**src/sv/adpcm_pkg.sv**
```systemverilog
// ----------------------------------------------------------------------------
// ADPCM encoder package
// Shared types, the IMA step table and the index adaptation table.
// ----------------------------------------------------------------------------
package adpcm_pkg;

    localparam int SAMPLE_W = 16;
    localparam int IDX_W    = 7;
    localparam int STEP_W   = 15;
    localparam int CODE_W   = 4;
    localparam int BYTE_W   = 8;

    localparam logic [IDX_W-1:0] IDX_MAX = 7'd88;

    localparam logic signed [17:0] PRED_MAX = 18'sd32767;
    localparam logic signed [17:0] PRED_MIN = -18'sd32767;

    // One kept sample on its way from the front end to the encoder.
    typedef struct packed {
        logic signed [SAMPLE_W-1:0] sample;
        logic                       second;  // completes a pair, a byte goes out
    } item_t;

    localparam logic [STEP_W-1:0] STEP_TABLE [0:88] = '{
        15'd7,     15'd8,     15'd9,     15'd10,    15'd11,    15'd12,
        15'd13,    15'd14,    15'd16,    15'd17,    15'd19,    15'd21,
        15'd23,    15'd25,    15'd28,    15'd31,    15'd34,    15'd37,
        15'd41,    15'd45,    15'd50,    15'd55,    15'd60,    15'd66,
        15'd73,    15'd80,    15'd88,    15'd97,    15'd107,   15'd118,
        15'd130,   15'd143,   15'd157,   15'd173,   15'd190,   15'd209,
        15'd230,   15'd253,   15'd279,   15'd307,   15'd337,   15'd371,
        15'd408,   15'd449,   15'd494,   15'd544,   15'd598,   15'd658,
        15'd724,   15'd796,   15'd876,   15'd963,   15'd1060,  15'd1166,
        15'd1282,  15'd1411,  15'd1552,  15'd1707,  15'd1878,  15'd2066,
        15'd2272,  15'd2499,  15'd2749,  15'd3024,  15'd3327,  15'd3660,
        15'd4026,  15'd4428,  15'd4871,  15'd5358,  15'd5894,  15'd6484,
        15'd7132,  15'd7845,  15'd8630,  15'd9493,  15'd10442, 15'd11487,
        15'd12635, 15'd13899, 15'd15289, 15'd16818, 15'd18500, 15'd20350,
        15'd22385, 15'd24623, 15'd27086, 15'd29794, 15'd32767
    };

    localparam logic signed [4:0] INDEX_ADJUST [0:7] = '{
        -5'sd1, -5'sd1, -5'sd1, -5'sd1, 5'sd2, 5'sd4, 5'sd6, 5'sd8
    };

endpackage

```
**src/sv/adpcm_encoder_packer.sv**
```systemverilog
// ----------------------------------------------------------------------------
// IMA ADPCM encoder with nibble packer
// Encodes 16-bit PCM samples to 4-bit codes and emits two codes per byte.
// ----------------------------------------------------------------------------
//
//   Channel   Direction  Payload                       Handshake
//   s_*       in         tdata[15:0] audio_sample      tvalid / tready
//   m_*       out        tdata[7:0]  packed_byte       tvalid / tready
//   cfg_*     in         wr_data     decimate_mode     wr_en, no wait
//
// The block takes one sample request per cycle while the queue has room.
// A kept sample enters the queue and reaches the encoder from its head, and
// a completed byte is registered and shows on m_tvalid. The quantizer and
// predictor update in the back end are combinational and set the rate. Reset
// clears the predictor, the step index, the held code, the sample phase and
// the mode. An output stall only holds back samples that complete a byte;
// the queue absorbs the rest, and s_tready drops only when the queue is full.
//
// The front end keeps the phase within each group of four samples. In normal
// mode every sample is encoded and odd phases complete a byte; in decimating
// mode phases one and three are dropped and phase two completes the byte.
// The first code of a pair sits in bits 3:0 of the byte, the second in 7:4.
// ----------------------------------------------------------------------------
module adpcm_encoder_packer
#(
    parameter int QUEUE_DEPTH = 2
)
(
    input  logic        clk,
    input  logic        rst_n,
    input  logic        cfg_wr_en,
    input  logic        cfg_wr_data,   // decimate_mode
    input  logic        s_tvalid,
    output logic        s_tready,
    input  logic [15:0] s_tdata,       // [15:0] audio_sample
    output logic        m_tvalid,
    input  logic        m_tready,
    output logic [7:0]  m_tdata        // [7:0] packed_byte
);

    logic             q_ready;
    logic             q_push;
    adpcm_pkg::item_t q_item;
    logic             q_pop;
    logic             head_valid;
    adpcm_pkg::item_t head_item;

    // Front end: mode register, phase counter and keep/complete decision.
    adpcm_front u_front
    (
        .clk         (clk),
        .rst_n       (rst_n),
        .cfg_wr_en   (cfg_wr_en),
        .cfg_wr_data (cfg_wr_data),
        .s_tvalid    (s_tvalid),
        .s_tready    (s_tready),
        .s_tdata     (s_tdata),
        .q_ready     (q_ready),
        .q_push      (q_push),
        .q_item      (q_item)
    );

    // Queue of kept samples so the front end keeps accepting during a stall.
    adpcm_queue #(.DEPTH(QUEUE_DEPTH)) u_queue
    (
        .clk        (clk),
        .rst_n      (rst_n),
        .push       (q_push),
        .push_item  (q_item),
        .ready      (q_ready),
        .pop        (q_pop),
        .head_valid (head_valid),
        .head_item  (head_item)
    );

    // Back end: quantizer, predictor and index update, byte packing.
    adpcm_back u_back
    (
        .clk        (clk),
        .rst_n      (rst_n),
        .head_valid (head_valid),
        .head_item  (head_item),
        .pop        (q_pop),
        .m_tvalid   (m_tvalid),
        .m_tready   (m_tready),
        .m_tdata    (m_tdata)
    );

endmodule

```
**src/sv/adpcm_front.sv**
```systemverilog
// ----------------------------------------------------------------------------
// ADPCM front end
// Holds the mode register and the sample phase, and decides for each
// request whether it is dropped, held as the first code or completes a byte.
// ----------------------------------------------------------------------------
module adpcm_front
(
    input  logic                          clk,
    input  logic                          rst_n,
    input  logic                          cfg_wr_en,
    input  logic                          cfg_wr_data,
    input  logic                          s_tvalid,
    output logic                          s_tready,
    input  logic [adpcm_pkg::SAMPLE_W-1:0] s_tdata,
    input  logic                          q_ready,
    output logic                          q_push,
    output adpcm_pkg::item_t              q_item
);

    logic       decimate_reg;
    logic [1:0] phase_reg;
    logic [1:0] phase_next;
    logic       accept;
    logic       keep;

    assign s_tready = q_ready;
    assign accept   = s_tvalid && q_ready;

    always_comb
    begin
        if (decimate_reg)
        begin
            keep          = !phase_reg[0];
            q_item.second = phase_reg[1] && !phase_reg[0];
        end
        else
        begin
            keep          = 1'b1;
            q_item.second = phase_reg[0];
        end
        q_item.sample = s_tdata;
        q_push        = accept && keep;
        phase_next    = accept ? phase_reg + 2'd1 : phase_reg;
    end

    always_ff @(posedge clk or negedge rst_n)
    begin
        if (!rst_n)
        begin
            decimate_reg <= 1'b0;
            phase_reg    <= 2'd0;
        end
        else
        begin
            if (cfg_wr_en)
            begin
                decimate_reg <= cfg_wr_data;
            end
            phase_reg <= phase_next;
        end
    end

endmodule

```
**src/sv/adpcm_queue.sv**
```systemverilog
// ----------------------------------------------------------------------------
// ADPCM item queue
// Small first-in first-out queue between the front end and the encoder.
// ----------------------------------------------------------------------------
module adpcm_queue
#(
    parameter int DEPTH = 2
)
(
    input  logic             clk,
    input  logic             rst_n,
    input  logic             push,
    input  adpcm_pkg::item_t push_item,
    output logic             ready,
    input  logic             pop,
    output logic             head_valid,
    output adpcm_pkg::item_t head_item
);

    localparam int ADDR_W = (DEPTH > 1) ? $clog2(DEPTH) : 1;
    localparam int CNT_W  = $clog2(DEPTH + 1);

    adpcm_pkg::item_t  slot_reg [0:DEPTH-1];
    logic [ADDR_W-1:0] wr_ptr_reg;
    logic [ADDR_W-1:0] rd_ptr_reg;
    logic [CNT_W-1:0]  count_reg;
    logic              do_push;
    logic              do_pop;

    assign ready      = (count_reg != CNT_W'(DEPTH));
    assign head_valid = (count_reg != '0);
    assign head_item  = slot_reg[rd_ptr_reg];
    assign do_push    = push && ready;
    assign do_pop     = pop && head_valid;

    always_ff @(posedge clk)
    begin
        if (do_push)
        begin
            slot_reg[wr_ptr_reg] <= push_item;
        end
    end

    always_ff @(posedge clk or negedge rst_n)
    begin
        if (!rst_n)
        begin
            wr_ptr_reg <= '0;
            rd_ptr_reg <= '0;
            count_reg  <= '0;
        end
        else
        begin
            if (do_push)
            begin
                wr_ptr_reg <= (wr_ptr_reg == ADDR_W'(DEPTH - 1)) ? '0 : wr_ptr_reg + 1'b1;
            end
            if (do_pop)
            begin
                rd_ptr_reg <= (rd_ptr_reg == ADDR_W'(DEPTH - 1)) ? '0 : rd_ptr_reg + 1'b1;
            end
            if (do_push && !do_pop)
            begin
                count_reg <= count_reg + 1'b1;
            end
            else if (do_pop && !do_push)
            begin
                count_reg <= count_reg - 1'b1;
            end
        end
    end

endmodule

```
**src/sv/adpcm_back.sv**
```systemverilog
// ----------------------------------------------------------------------------
// ADPCM back end
// Quantizes one kept sample per cycle while the output register can take
// a byte, updates predictor and step index and packs code pairs into it.
// ----------------------------------------------------------------------------
module adpcm_back
(
    input  logic                        clk,
    input  logic                        rst_n,
    input  logic                        head_valid,
    input  adpcm_pkg::item_t            head_item,
    output logic                        pop,
    output logic                        m_tvalid,
    input  logic                        m_tready,
    output logic [adpcm_pkg::BYTE_W-1:0] m_tdata
);

    logic signed [15:0] pred_reg;
    logic signed [15:0] pred_next;
    logic [6:0]         index_reg;
    logic [6:0]         index_next;
    logic [3:0]         held_reg;
    logic               out_valid_reg;
    logic               out_valid_next;
    logic [7:0]         out_data_reg;

    logic [6:0]         idx_lim;
    logic [16:0]        step0;
    logic [16:0]        step1;
    logic [16:0]        step2;
    logic signed [16:0] diff;
    logic [16:0]        mag0;
    logic [16:0]        mag1;
    logic [16:0]        mag2;
    logic [16:0]        dq0;
    logic [16:0]        dq1;
    logic [16:0]        dq2;
    logic [16:0]        dq3;
    logic [3:0]         code;
    logic signed [17:0] sum;
    logic signed [7:0]  nidx;

    // A held first code never needs the output slot, a pair completion does.
    assign pop = head_valid && (!head_item.second || !out_valid_reg || m_tready);

    always_comb
    begin
        idx_lim = (index_reg > adpcm_pkg::IDX_MAX) ? adpcm_pkg::IDX_MAX : index_reg;
        step0   = {2'b00, adpcm_pkg::STEP_TABLE[idx_lim]};
        diff    = {head_item.sample[15], head_item.sample} - {pred_reg[15], pred_reg};
        code[3] = diff[16];
        mag0    = diff[16] ? 17'(-diff) : 17'(diff);
        dq0     = step0 >> 3;

        code[2] = (mag0 >= step0);
        mag1    = code[2] ? mag0 - step0 : mag0;
        dq1     = code[2] ? dq0 + step0 : dq0;

        step1   = step0 >> 1;
        code[1] = (mag1 >= step1);
        mag2    = code[1] ? mag1 - step1 : mag1;
        dq2     = code[1] ? dq1 + step1 : dq1;

        step2   = step1 >> 1;
        code[0] = (mag2 >= step2);
        dq3     = code[0] ? dq2 + step2 : dq2;

        sum = code[3] ? {{2{pred_reg[15]}}, pred_reg} - $signed({1'b0, dq3})
                      : {{2{pred_reg[15]}}, pred_reg} + $signed({1'b0, dq3});
        if (sum > adpcm_pkg::PRED_MAX)
        begin
            pred_next = 16'(adpcm_pkg::PRED_MAX);
        end
        else if (sum < adpcm_pkg::PRED_MIN)
        begin
            pred_next = 16'(adpcm_pkg::PRED_MIN);
        end
        else
        begin
            pred_next = sum[15:0];
        end

        nidx = $signed({1'b0, idx_lim})
             + {{3{adpcm_pkg::INDEX_ADJUST[code[2:0]][4]}}, adpcm_pkg::INDEX_ADJUST[code[2:0]]};
        if (nidx < 8'sd0)
        begin
            index_next = 7'd0;
        end
        else if (nidx > $signed({1'b0, adpcm_pkg::IDX_MAX}))
        begin
            index_next = adpcm_pkg::IDX_MAX;
        end
        else
        begin
            index_next = nidx[6:0];
        end

        if (pop && head_item.second)
        begin
            out_valid_next = 1'b1;
        end
        else if (m_tready)
        begin
            out_valid_next = 1'b0;
        end
        else
        begin
            out_valid_next = out_valid_reg;
        end
    end

    always_ff @(posedge clk or negedge rst_n)
    begin
        if (!rst_n)
        begin
            pred_reg      <= '0;
            index_reg     <= '0;
            held_reg      <= '0;
            out_valid_reg <= 1'b0;
        end
        else
        begin
            out_valid_reg <= out_valid_next;
            if (pop)
            begin
                pred_reg  <= pred_next;
                index_reg <= index_next;
                if (!head_item.second)
                begin
                    held_reg <= code;
                end
            end
        end
    end

    always_ff @(posedge clk)
    begin
        if (pop && head_item.second)
        begin
            out_data_reg <= {code, held_reg};
        end
    end

    assign m_tvalid = out_valid_reg;
    assign m_tdata  = out_data_reg;

endmodule
```
**config.mk**
```make
export PLATFORM = sky130hd
export DESIGN_NAME = adpcm_encoder_packer
export DESIGN_NICKNAME = d
export VERILOG_FILES = /design/src/sv/adpcm_pkg.sv /design/src/sv/adpcm_encoder_packer.sv /design/src/sv/adpcm_front.sv /design/src/sv/adpcm_queue.sv /design/src/sv/adpcm_back.sv
export SDC_FILE = /design/constraint.sdc
export NUM_CORES = 1
export LEC_CHECK = 0
export BUFFER_PORTS_ARGS = -buffer_cell sky130_fd_sc_hd__buf_2
export CORE_MARGIN = 2
export CORE_UTILIZATION = 43
export CTS_CLUSTER_SIZE = 14
export DETAILED_ROUTE_END_ITERATION = 10
export PLACE_DENSITY = 0.57
export SLEW_MARGIN = 20
export SYNTH_ARGS = -nofsm -noshare
export SYNTH_HDL_FRONTEND = slang
export SYNTH_SLANG_ARGS = --single-unit
```
**constraint.sdc**
```tcl
create_clock -name clk -period 20.3 [get_ports clk]
set_input_delay 1.015 -clock clk [delete_from_list [all_inputs] [get_ports clk]]
set_output_delay 1.015 -clock clk [all_outputs]
set_load 0.05 [all_outputs]
```
==> results by group <==
Synthesis
  • Synth top area cells: ha_1, edfxtp_1, dfrtp_1, a21oi_1, xnor2_1
  • Mapped Cells: approximately 1,600
  • Most common cell in the netlist: nor2_1
  • Post-synth EDFFs: 42
  • Yosys Warn Count: 0
  • Synth area leader: ha_1
  • Ys async rst share: 0.455
  • Syn avg cell area: 7.75 µm²
  • Netlist cell types: between 100 and 150
  • #FFs+latches synth: 77
  • Post-synth top flop: edfxtp_1
  • Synth top area share: 0.141
  • Seq/Total Area, Yosys: 0.168
  • Syn nets: 1,810
  • Post-synth top cells: nor2_1, nand2_1, ha_1
  • Synthesized area: approximately 13,000 µm²

Setup path
  • Peak per-stage delay on the critical path: 0.85 ns
  • Crit path buf inv count: 7
  • Worst setup SP type: register
  • R2R Path End: u_back.pred_reg[0]
  • Critical Path End: u_back.pred_reg[0]
  • CP delay by family, top: compound AO/OA/AOI/OAI gates
  • Reg2Reg Launch Point: u_queue.rd_ptr_reg
  • Crit path from: u_queue.rd_ptr_reg
  • R2R depth: 67
  • Critical Path End Type: register
  • Slowest-stage cell, CP: dfrtp_1
  • Critical Path AT: 17.79 ns
  • Crit Path Class: register to register
  • Required time worst endpoint: 20.58 ns
  • Reg2reg setup slack: 2.79 ns
  • WP depth: 67
  • CP max FO: 41

Global route
  • Total GRT Usage: 0.262
  • First-pass GRT wire length: around 65,000 µm
  • Antenna violations before repair: 0
  • Vias in the first global route: 11,700
  • Pin count of the biggest net entering global routing: 42
  • Overflow after GRT: 0

Clock tree
  • CTS tree: yes
  • CTS H-tree lvls: 3
  • Setup bufs post-CTS: 0
  • CTS Hold Bufs: 0
  • Bufs on Longest Clock Path: 2
  • Clock latency on the worst-skew pair: between 0.3 and 0.4 ns
  • Clk sink count: 77
  • CTS clk-pin slew, worst paths: ~0.07 ns
  • CTS buffer count: 9
  • # resized after CTS: 0
  • Root buf cell: clkbuf_16

Detailed routing
  • WL/cell: slightly above 20 µm
  • Routed Antenna Nets: 0
  • DR iter-0 viols: 1,255
  • DRC violations left: 0
  • DR pass1 iterations: 6
  • Vias: 12,500
  • Via density: 6.18
  • WL final: 40,600 µm

Layout
  • N_diodes: 0
  • P&R area growth vs syn: 6.22%
  • Post-Route Utilization: 0.467
  • Max reg flops: 34
  • Share of cells above drive strength 1: 0.0998
  • Layout Nets: 1,801

STA
  • RSZ-0062 raised after global routing: false
  • Slew @ Worst Pin: 1.05 ns
  • Fmax achieved: 57.1 MHz
  • Final number of hold-violating endpoints: 0
  • TNS Setup: 0 ns
  • Normalized max-slew margin: 0.299
  • Worst Setup Slack, final: 2.79 ns
  • Final setup viols: 0
  • Tmin final: 17.51 ns
  • Final Skew: 0.0117 ns
  • Count of final max-slew check failures: 0
  • Final period util: 0.863

Die
  • I/O Pins: 32
  • Initial Util: 0.440
  • Die W: 176 µm
  • Die Span Y: roughly 180 µm
  • Std cell rows: a little over 60
  • Core Footprint: 28,900 µm²
  • Die area: between 30,000 and 40,000 µm²

Flow run
  • MaxCap Viol Count: 0

Place
  • Placer Congestion: 1.01
  • Placement Setup Slack: 3.08 ns
  • HPWL after DPL: between 30,000 and 40,000 µm
  • Buffers on Ports: 31

Outcome
  • Status: finished, final reports clean

Min path
  • Worst min path class: register to register
[cell families (layout without fill, tap and decap cells)]
logic type / Yosys count / count (layout) / share of synthesized area
buf+inv: 171 / 167 / 0.0542
compound gates: 542 / 542 / 0.291
mux: 49 / 49 / 0.0436
xor+xnor: 122 / 122 / 0.0854
flops: 77 / 77 / 0.168
fa+ha+maj: 151 / 151 / 0.154
simple gates: 525 / 525 / 0.204
[cell type report]
| cell class | instances | area, µm² |
|---|---|---|
| clock buffers | 9 | 225 |
| clock inverters | 7 | 81.3 |
| fillers | 2928 | 15400 |
| inverters | 100 | 378 |
| multi-input cells | 1389 | 9870 |
| flip-flops and latches | 77 | 2140 |
| well taps | 384 | 480 |
| repair buffers | 51 | 305 |
[worst min path at each step]
| stage | from | endpoint | slack [ns] | cells after the start |
|---|---|---|---|---|
| 2_1_floorplan | u_back.held_reg[0] | u_back.m_tdata[0] | 0.43 | 0 |
| 3_3_place_gp | u_back.held_reg[2] | u_back.m_tdata[2] | 0.45 | 0 |
| 3_5_place_dp | u_back.held_reg[2] | u_back.m_tdata[2] | 0.45 | 0 |
| 4_1_cts | u_back.held_reg[2] | u_back.m_tdata[2] | 0.47 | 0 |
| 5_1_grt | u_back.held_reg[2] | u_back.m_tdata[2] | 0.48 | 0 |
| 6_report | u_back.held_reg[3] | u_back.m_tdata[3] | 0.47 | 0 |
[per-layer routing]
metal | vias up | part of all wire | wire length [µm] | track usage
li1 | 6053 | - | - | -
met1 | 5834 | 0.46 | 18700 | 0.373
met2 | 495 | 0.44 | 17800 | 0.415
met3 | 85 | 0.070 | 2820 | 0.0312
met4 | 0 | 0.031 | 1240 | 0.0799
met5 | - | 0 | 0 | 0
[through the flow]
step | instances | hold slack [ns] | cell area, µm²
2_1_floorplan | 1637 | 0.426 | 12700
5_1_grt | 2017 | 0.476 | 13500
6_report | 2017 | 0.468 | 13500
3_5_place_dp | 2001 | 0.452 | 13200
3_3_place_gp | 2001 | 0.450 | 13200
4_1_cts | 2017 | 0.469 | 13500
[cells in the final DEF, fill, tap and decap left out, types with 25 or more instances in the layout]
| master | instances |
|---|---|
| a31oi_1 | 25 |
| nand2_1 | 147 |
| a21oi_1 | 137 |
| buf_2 | 31 |
| nor2_1 | 148 |
| nand3_1 | 32 |
| nor3_1 | 40 |
| edfxtp_1 | 42 |
| o21ai_0 | 110 |
| ha_1 | 143 |
| inv_1 | 93 |
| xor2_1 | 48 |
| a21o_1 | 35 |
| mux2_2 | 30 |
| xnor2_1 | 72 |
| dfrtp_1 | 35 |
Power is left out: the tool's default activity adds up to more than one toggle a clock period on the data nets, which glitch-free logic cannot reach.
